### config.mk
export PLATFORM = sky130hd
export DESIGN_NAME = imucf_front
export DESIGN_NICKNAME = d
export VERILOG_FILES = /design/src/rtl/core/imucf_pkg.sv /design/src/rtl/core/imucf_front.sv
export SDC_FILE = /design/constraint.sdc
export NUM_CORES = 2
export LEC_CHECK = 0
export BUFFER_PORTS_ARGS = -buffer_cell sky130_fd_sc_hd__buf_2
export CORE_MARGIN = 10
export CORE_UTILIZATION = 40
export CTS_CLUSTER_DIAMETER = 100
export CTS_CLUSTER_SIZE = 30
export DETAILED_ROUTE_END_ITERATION = 7
export PLACE_DENSITY_LB_ADDON = 0.12
export SYNTH_ARGS = -nofsm -noshare
export SYNTH_HDL_FRONTEND = slang
export SYNTH_SLANG_ARGS = --single-unit
### constraint.sdc
create_clock -name i_clk -period 22 [get_ports i_clk]
set_input_delay 4.4 -clock i_clk [delete_from_list [all_inputs] [get_ports i_clk]]
set_output_delay 4.4 -clock i_clk [all_outputs]
set_load 0.01 [all_outputs]
### src/rtl/core/imucf_pkg.sv
// Shared constants, types and the CORDIC arctangent table for the attitude filter.
// No dependencies.
package imucf_pkg;
    localparam int CordicStepsDef = 16;
    localparam int TableLen = 24;
    localparam logic [16:0] GyroWeightRst = 17'd65470;
    localparam logic [23:0] SamplePeriodRst = 24'd83886;
    localparam logic [23:0] GyroScaleRst = 24'd8004;
    localparam logic [47:0] AccelScaleRst = 48'd70369817935872;
    localparam logic [16:0] OneQ16 = 17'd65536;

    localparam logic [2:0] RegGyroWeight = 3'd0;
    localparam logic [2:0] RegSamplePeriod = 3'd1;
    localparam logic [2:0] RegGyroScale = 3'd2;
    localparam logic [2:0] RegGyroBias = 3'd3;
    localparam logic [2:0] RegAccelBias = 3'd4;
    localparam logic [2:0] RegAccelScale = 3'd5;

    // one queued sample: corrected accel axes and raw gyro rates
    typedef struct packed {
        logic signed [33:0] ax;
        logic signed [33:0] ay;
        logic signed [33:0] az;
        logic signed [15:0] gp;
        logic signed [15:0] gr;
        logic signed [15:0] gy;
    } t_sample;

    // atan(2^-i) in degrees, Q16
    function automatic logic [21:0] atan_tab(input logic [4:0] i);
        case (i)
            5'd0: atan_tab = 22'd2949120;
            5'd1: atan_tab = 22'd1740967;
            5'd2: atan_tab = 22'd919879;
            5'd3: atan_tab = 22'd466945;
            5'd4: atan_tab = 22'd234379;
            5'd5: atan_tab = 22'd117304;
            5'd6: atan_tab = 22'd58666;
            5'd7: atan_tab = 22'd29335;
            5'd8: atan_tab = 22'd14668;
            5'd9: atan_tab = 22'd7334;
            5'd10: atan_tab = 22'd3667;
            5'd11: atan_tab = 22'd1833;
            5'd12: atan_tab = 22'd917;
            5'd13: atan_tab = 22'd458;
            5'd14: atan_tab = 22'd229;
            5'd15: atan_tab = 22'd115;
            5'd16: atan_tab = 22'd57;
            5'd17: atan_tab = 22'd29;
            5'd18: atan_tab = 22'd14;
            5'd19: atan_tab = 22'd7;
            5'd20: atan_tab = 22'd4;
            5'd21: atan_tab = 22'd2;
            5'd22: atan_tab = 22'd1;
            default: atan_tab = 22'd0;
        endcase
    endfunction

    function automatic logic signed [31:0] sat32(input logic signed [63:0] v);
        if (v > 64'sd2147483647) sat32 = 32'sh7FFFFFFF;
        else if (v < -64'sd2147483648) sat32 = 32'sh80000000;
        else sat32 = v[31:0];
    endfunction
endpackage

### src/rtl/core/imucf_front.sv
// Front end: accepts samples, applies accel bias and scale, pushes to a two-entry queue.
// Depends on imucf_pkg.
module imucf_front (
    input  logic                  i_clk,
    input  logic                  i_rst_n,
    input  logic                  i_valid,
    output logic                  o_ready,
    input  logic [95:0]           i_data,
    input  logic [47:0]           i_accel_bias,
    input  logic [47:0]           i_accel_scale,
    output logic                  o_q_valid,
    input  logic                  i_q_pop,
    output imucf_pkg::t_sample    o_q_data
);
    imucf_pkg::t_sample r_q [2];
    logic               r_wp, r_rp;
    logic [1:0]         r_cnt;
    imucf_pkg::t_sample n_s;
    logic               w_push;

    // correct each accel axis: (raw - bias) * scale
    always_comb begin
        n_s.ax = ($signed({i_data[15], i_data[15:0]}) -
                  $signed({i_accel_bias[15], i_accel_bias[15:0]})) *
                 $signed({1'b0, i_accel_scale[15:0]});
        n_s.ay = ($signed({i_data[31], i_data[31:16]}) -
                  $signed({i_accel_bias[31], i_accel_bias[31:16]})) *
                 $signed({1'b0, i_accel_scale[31:16]});
        n_s.az = ($signed({i_data[47], i_data[47:32]}) -
                  $signed({i_accel_bias[47], i_accel_bias[47:32]})) *
                 $signed({1'b0, i_accel_scale[47:32]});
        n_s.gp = i_data[63:48];
        n_s.gr = i_data[79:64];
        n_s.gy = i_data[95:80];
    end

    assign o_ready   = (r_cnt != 2'd2);
    assign w_push    = i_valid && o_ready;
    assign o_q_valid = (r_cnt != 2'd0);
    assign o_q_data  = r_q[r_rp];

    // queue storage
    always_ff @(posedge i_clk) begin
        if (w_push) r_q[r_wp] <= n_s;
    end

    // queue pointers
    always_ff @(posedge i_clk) begin
        if (!i_rst_n) begin
            r_wp <= 1'b0;
            r_rp <= 1'b0;
            r_cnt <= 2'd0;
        end else begin
            if (w_push) r_wp <= ~r_wp;
            if (i_q_pop) r_rp <= ~r_rp;
            r_cnt <= r_cnt + {1'b0, w_push} - {1'b0, i_q_pop};
        end
    end
endmodule

# Word level (Yosys, flattened, before mapping)
# Memories as Yosys holds them, arrays and structs flattened. A register that Yosys moved wholly into a read port is not among the register bits.
# Cells that the tools add are included.
# word_totals
mem_count,1
wordCells,21
output_inout_bits,152
register_bits,4
inputBits,196
mem_bits_rw,300
# classes
mul,3
bitwise_logic,2
reduce_logical,2
n_eq_ne,1
n_mux,4
n_addsub,5
# memory_table
name,depth,word_bits,rd,rd_ports_with_merged_regs,wr,line_no,source
r_q,2,150,1,1,1,imucf_front.sv:15,imucf_pkg::t_sample r_q [2];
# ops
operator,n
17-bit by 17-bit multiplier with 34-bit output,3
16-bit by 16-bit subtractor with 17-bit output,3
1-bit 2-to-1 mux,4
2-bit by 1-bit adder with 2-bit output,1
"2-bit != test, second input constant",1
1-bit NOT,2
2-bit nonzero test,1
2-bit by 1-bit subtractor with 2-bit output,1
1-bit logical AND,1

# Longest topological paths before layout
# depth
depth_word,4
depth_mapped,34

# Least setup slack after synthesis
# OpenSTA, ideal clock, no wires.
# synth_timing
path_kind,in2reg
start,input i_data[32]
end,"memory r_q[0][81] (netlist name), data pin"
t_arrival_ns,11.802
stages,33
required_ns,21.736
n_path_buf,1
slack_ns,9.934
setup_ns,0.264
cell_sequence,inv_1 -> ha_1 -> fa_1 -> nor2b_1 -> o21ai_2 -> a21boi_1 -> o2111ai_2 -> a21boi_1 -> o21ai_1 -> a21oi_1 -> o21ai_1 -> clkbuf_1 -> and2_1 -> fa_1 -> inv_1 -> fa_1 -> inv_1 -> fa_1 -> fa_1 -> fa_1 -> inv_1 -> fa_1 -> inv_1 -> ha_1 -> nand3_1 -> or3_1 -> or3b_1 -> a21oi_1 -> o211ai_1 -> a21oi_1 -> o21a_1 -> nor2_1 -> xnor2_1
# synth_lines
item,line_no,source
start: declaration,imucf_front.sv:8,"input logic [95:0] i_data,"
end: declaration,imucf_front.sv:15,

==> metrics <==
post-detail-place hpwl 93430 um; nets@finish 6191; register bit total from synthesis 305; maximum achievable frequency 79.10 MHz; Synth Instances 4648; ys async rst share 0%; Syn Nets 5977; slew at the pin closest to its max-slew limit 1.244 ns; area delta synth->final 9.101%; Synth Cell Area 46510 um2; Pre-Repair DR Iteration Count 5; Crit path top cell by count fa_1; crit-path max cell delay 0.73 ns; number of synthesized flops with an enable pin 300; I/O pin cnt 348; DP Cell Count 6362; wire per inst 17.86 um; worst skew pair latency 0.59 ns; FILL cells 11480; HP Start r_rp; register area share after synthesis 19.58%; Final period util 57.46%; routed via count 31570; post-CTS setup buffers 0; status complete, no violations; Slew Viols, Final 0; FF-to-FF path depth 4; Slew HR 16.77%; syn avg cell area 10.01 um2; Worst setup SP type input port; global-route wire length before repair 186900 um; count of final hold-check violations 0; root buf cell clkbuf_16; Total Wirelength 114300 um; CTS Sinks 305; clk slew on worst S/H paths 0.10 ns; Die Area 130300 um2; Hold Path Depth 2; initial antenna violation count 6; Critical Path RT 22.31 ns; Final ANT Viol Nets 0; first-iteration detailed-routing DRC count 1514; CTS tree done; DRC 0; crit path DAT 12.95 ns; # setup viols final 0; Die H 361.0 um; Synth Warn # 0; Rows 125; PostCTS Resize Cnt 0; MaxCap Viol Count 0; Core ar. 115900 um2; CP Max Fanout 20; fin cells 6403; post-synth cell types 82; GRT Total Usage 17.68%; largest net degree at the start of global routing 73; Reg-to-Reg End r_q[1][119]; vias in the first global route 34070; vias per inst 4.931; setup tns final 0 ns; worst hold path class reg -> reg; cts bufs inserted 22; Slowest-stage cell, CP fa_1; share of cells above drive strength 1 13.10%; crit path time final 12.64 ns; worst flop-to-flop path startpoint r_cnt[0]; Final Skew 0.02910 ns; Worst Setup End Kind register; Initial Util 40.13%; type of the worst setup path in -> reg; Die Width 361.0 um; CTS H-tree depth 1; ys flop type edfxtp_1; RSZ-0062 raised after global routing no; GP Congestion 0.8208; number of port buffers 347; reg2reg setup slack 18.84 ns; global route total overflow 0; CTS Hold Bufs 0; CTS max path bufs 3
-- how the worst max path moves through the flow --
stage | startpoint | end | slack (ns)
detailed placement | i_data[0] | r_q[0][148] | 8.60
floorplan | i_data[32] | r_q[0][81] | 9.93
global placement | i_data[0] | r_q[0][148] | 8.52
finish | i_data[32] | r_q[0][81] | 9.36
CTS | i_data[0] | r_q[0][148] | 9.23
global route | i_accel_bias[1] | r_q[0][148] | 8.74
-- logic make-up (layout without fill, tap and decap cells) --
family	after synthesis	in the layout	share of synthesized area, %
flops	305	305	19.58
compound gates	386	386	5.962
xor+xnor	153	153	2.913
mux	150	150	3.632
simple gates	1198	1198	13.17
fa+ha+maj	1149	1149	44.09
other cells	0	2	0
buf+inv	1307	1536	10.65
-- synthesized netlist by cell type (9+ instances only) --
master    instances  area (um2)
or2_2             9       56.30
o21bai_1         11       82.58
buf_2            16       80.08
o31ai_1           9       67.56
nor2b_1         112       700.7
nor2_1           89       334.1
xnor2_1         122        1069
nand2b_1         37       231.5
inv_1          1113        4178
o21a_1           24       180.2
nand3_1         105       525.5
a21oi_1          90       450.4
a31oi_1          12       75.07
o21ai_0          48       240.2
maj3_1           16       160.2
buf_1            10       37.54
ha_1            311        3891
o311ai_0         12       105.1
nor4_1           11       68.82
clkbuf_1        164       615.6
or3_1            17       106.4
mux2_2          150        1689
o211ai_1         24       180.2
fa_1            822       16460
a21o_1           29       217.7
xor2_1           29       254.0
nand3b_1         13       97.59
nand2_1         415        1558
and2_1          304        1902
nor3_1           35       175.2
o21ai_1          22       110.1
edfxtp_1        300        9009
and3_1           32       200.2
o311ai_1          9       78.83
a311oi_1         11       96.34
-- worst max-delay path: cells and delay by family --
family	cells	cell delay (ns)
AO/OA/AOI/OAI	11	2.19
XOR/XNOR	1	0.13
adder cells (fa/ha/maj)	9	4.21
buffers and inverters	7	0.55
AND/OR/NAND/NOR	6	1.44
-- sequential cells by signal, indices dropped and copies added, names as in the netlist, named ones only --
register,cells
r_q,300
r_cnt,2
r_rp,1
r_wp,1
-- routing by layer --
layer / part of all wire [%] / up-vias / GRT usage (%)
li1: - / 14800 / -
met2: 48 / 570 / 30.58
met4: 1.4 / 2 / 2.685
met3: 4.5 / 76 / 2.257
met1: 46 / 16130 / 24.01
met5: 0.011 / - / 0
-- through the flow --
step           hold slack [ns]  utilization [%]  setup slack (ns)  cell area (um2)
3_5_place_dp            0.5633            43.00             8.595            49830
4_1_cts                 0.5837            43.78             9.226            50740
3_3_place_gp            0.5640            43.00             8.521            49830
2_1_floorplan           0.5415                -             9.934            46510
6_report                0.5779            43.78             9.358            50740
5_1_grt                 0.6224            43.78             8.736            50740
-- layout by cell type, fill, tap and decap left out, types with 37 or more instances in the layout --
| cell | count |
|---|---|
| a21oi_1 | 90 |
| and2_1 | 304 |
| buf_2 | 347 |
| buf_4 | 37 |
| edfxtp_1 | 300 |
| fa_1 | 822 |
| ha_1 | 311 |
| inv_1 | 1113 |
| mux2_2 | 150 |
| nand2_1 | 415 |
| nand2b_1 | 37 |
| nand3_1 | 105 |
| nor2_1 | 88 |
| nor2b_1 | 112 |
| o21ai_0 | 48 |
| xnor2_1 | 103 |
-- cell type report --
cell class	instances	area (um2)	area share [%]
timing repair buffer	384	2014	3.970
clock inverter	15	325.3	0.6411
inverter	1113	4178	8.233
antenna	2	5.005	0.009863
tap	1524	1907	3.758
multi-input combinational	3036	32620	64.29
clock buffer	24	579.3	1.142
sequential	305	9112	17.96
Power is not shown: default switching activity piles up to over one toggle a cycle in this logic, so the estimate is an artifact.
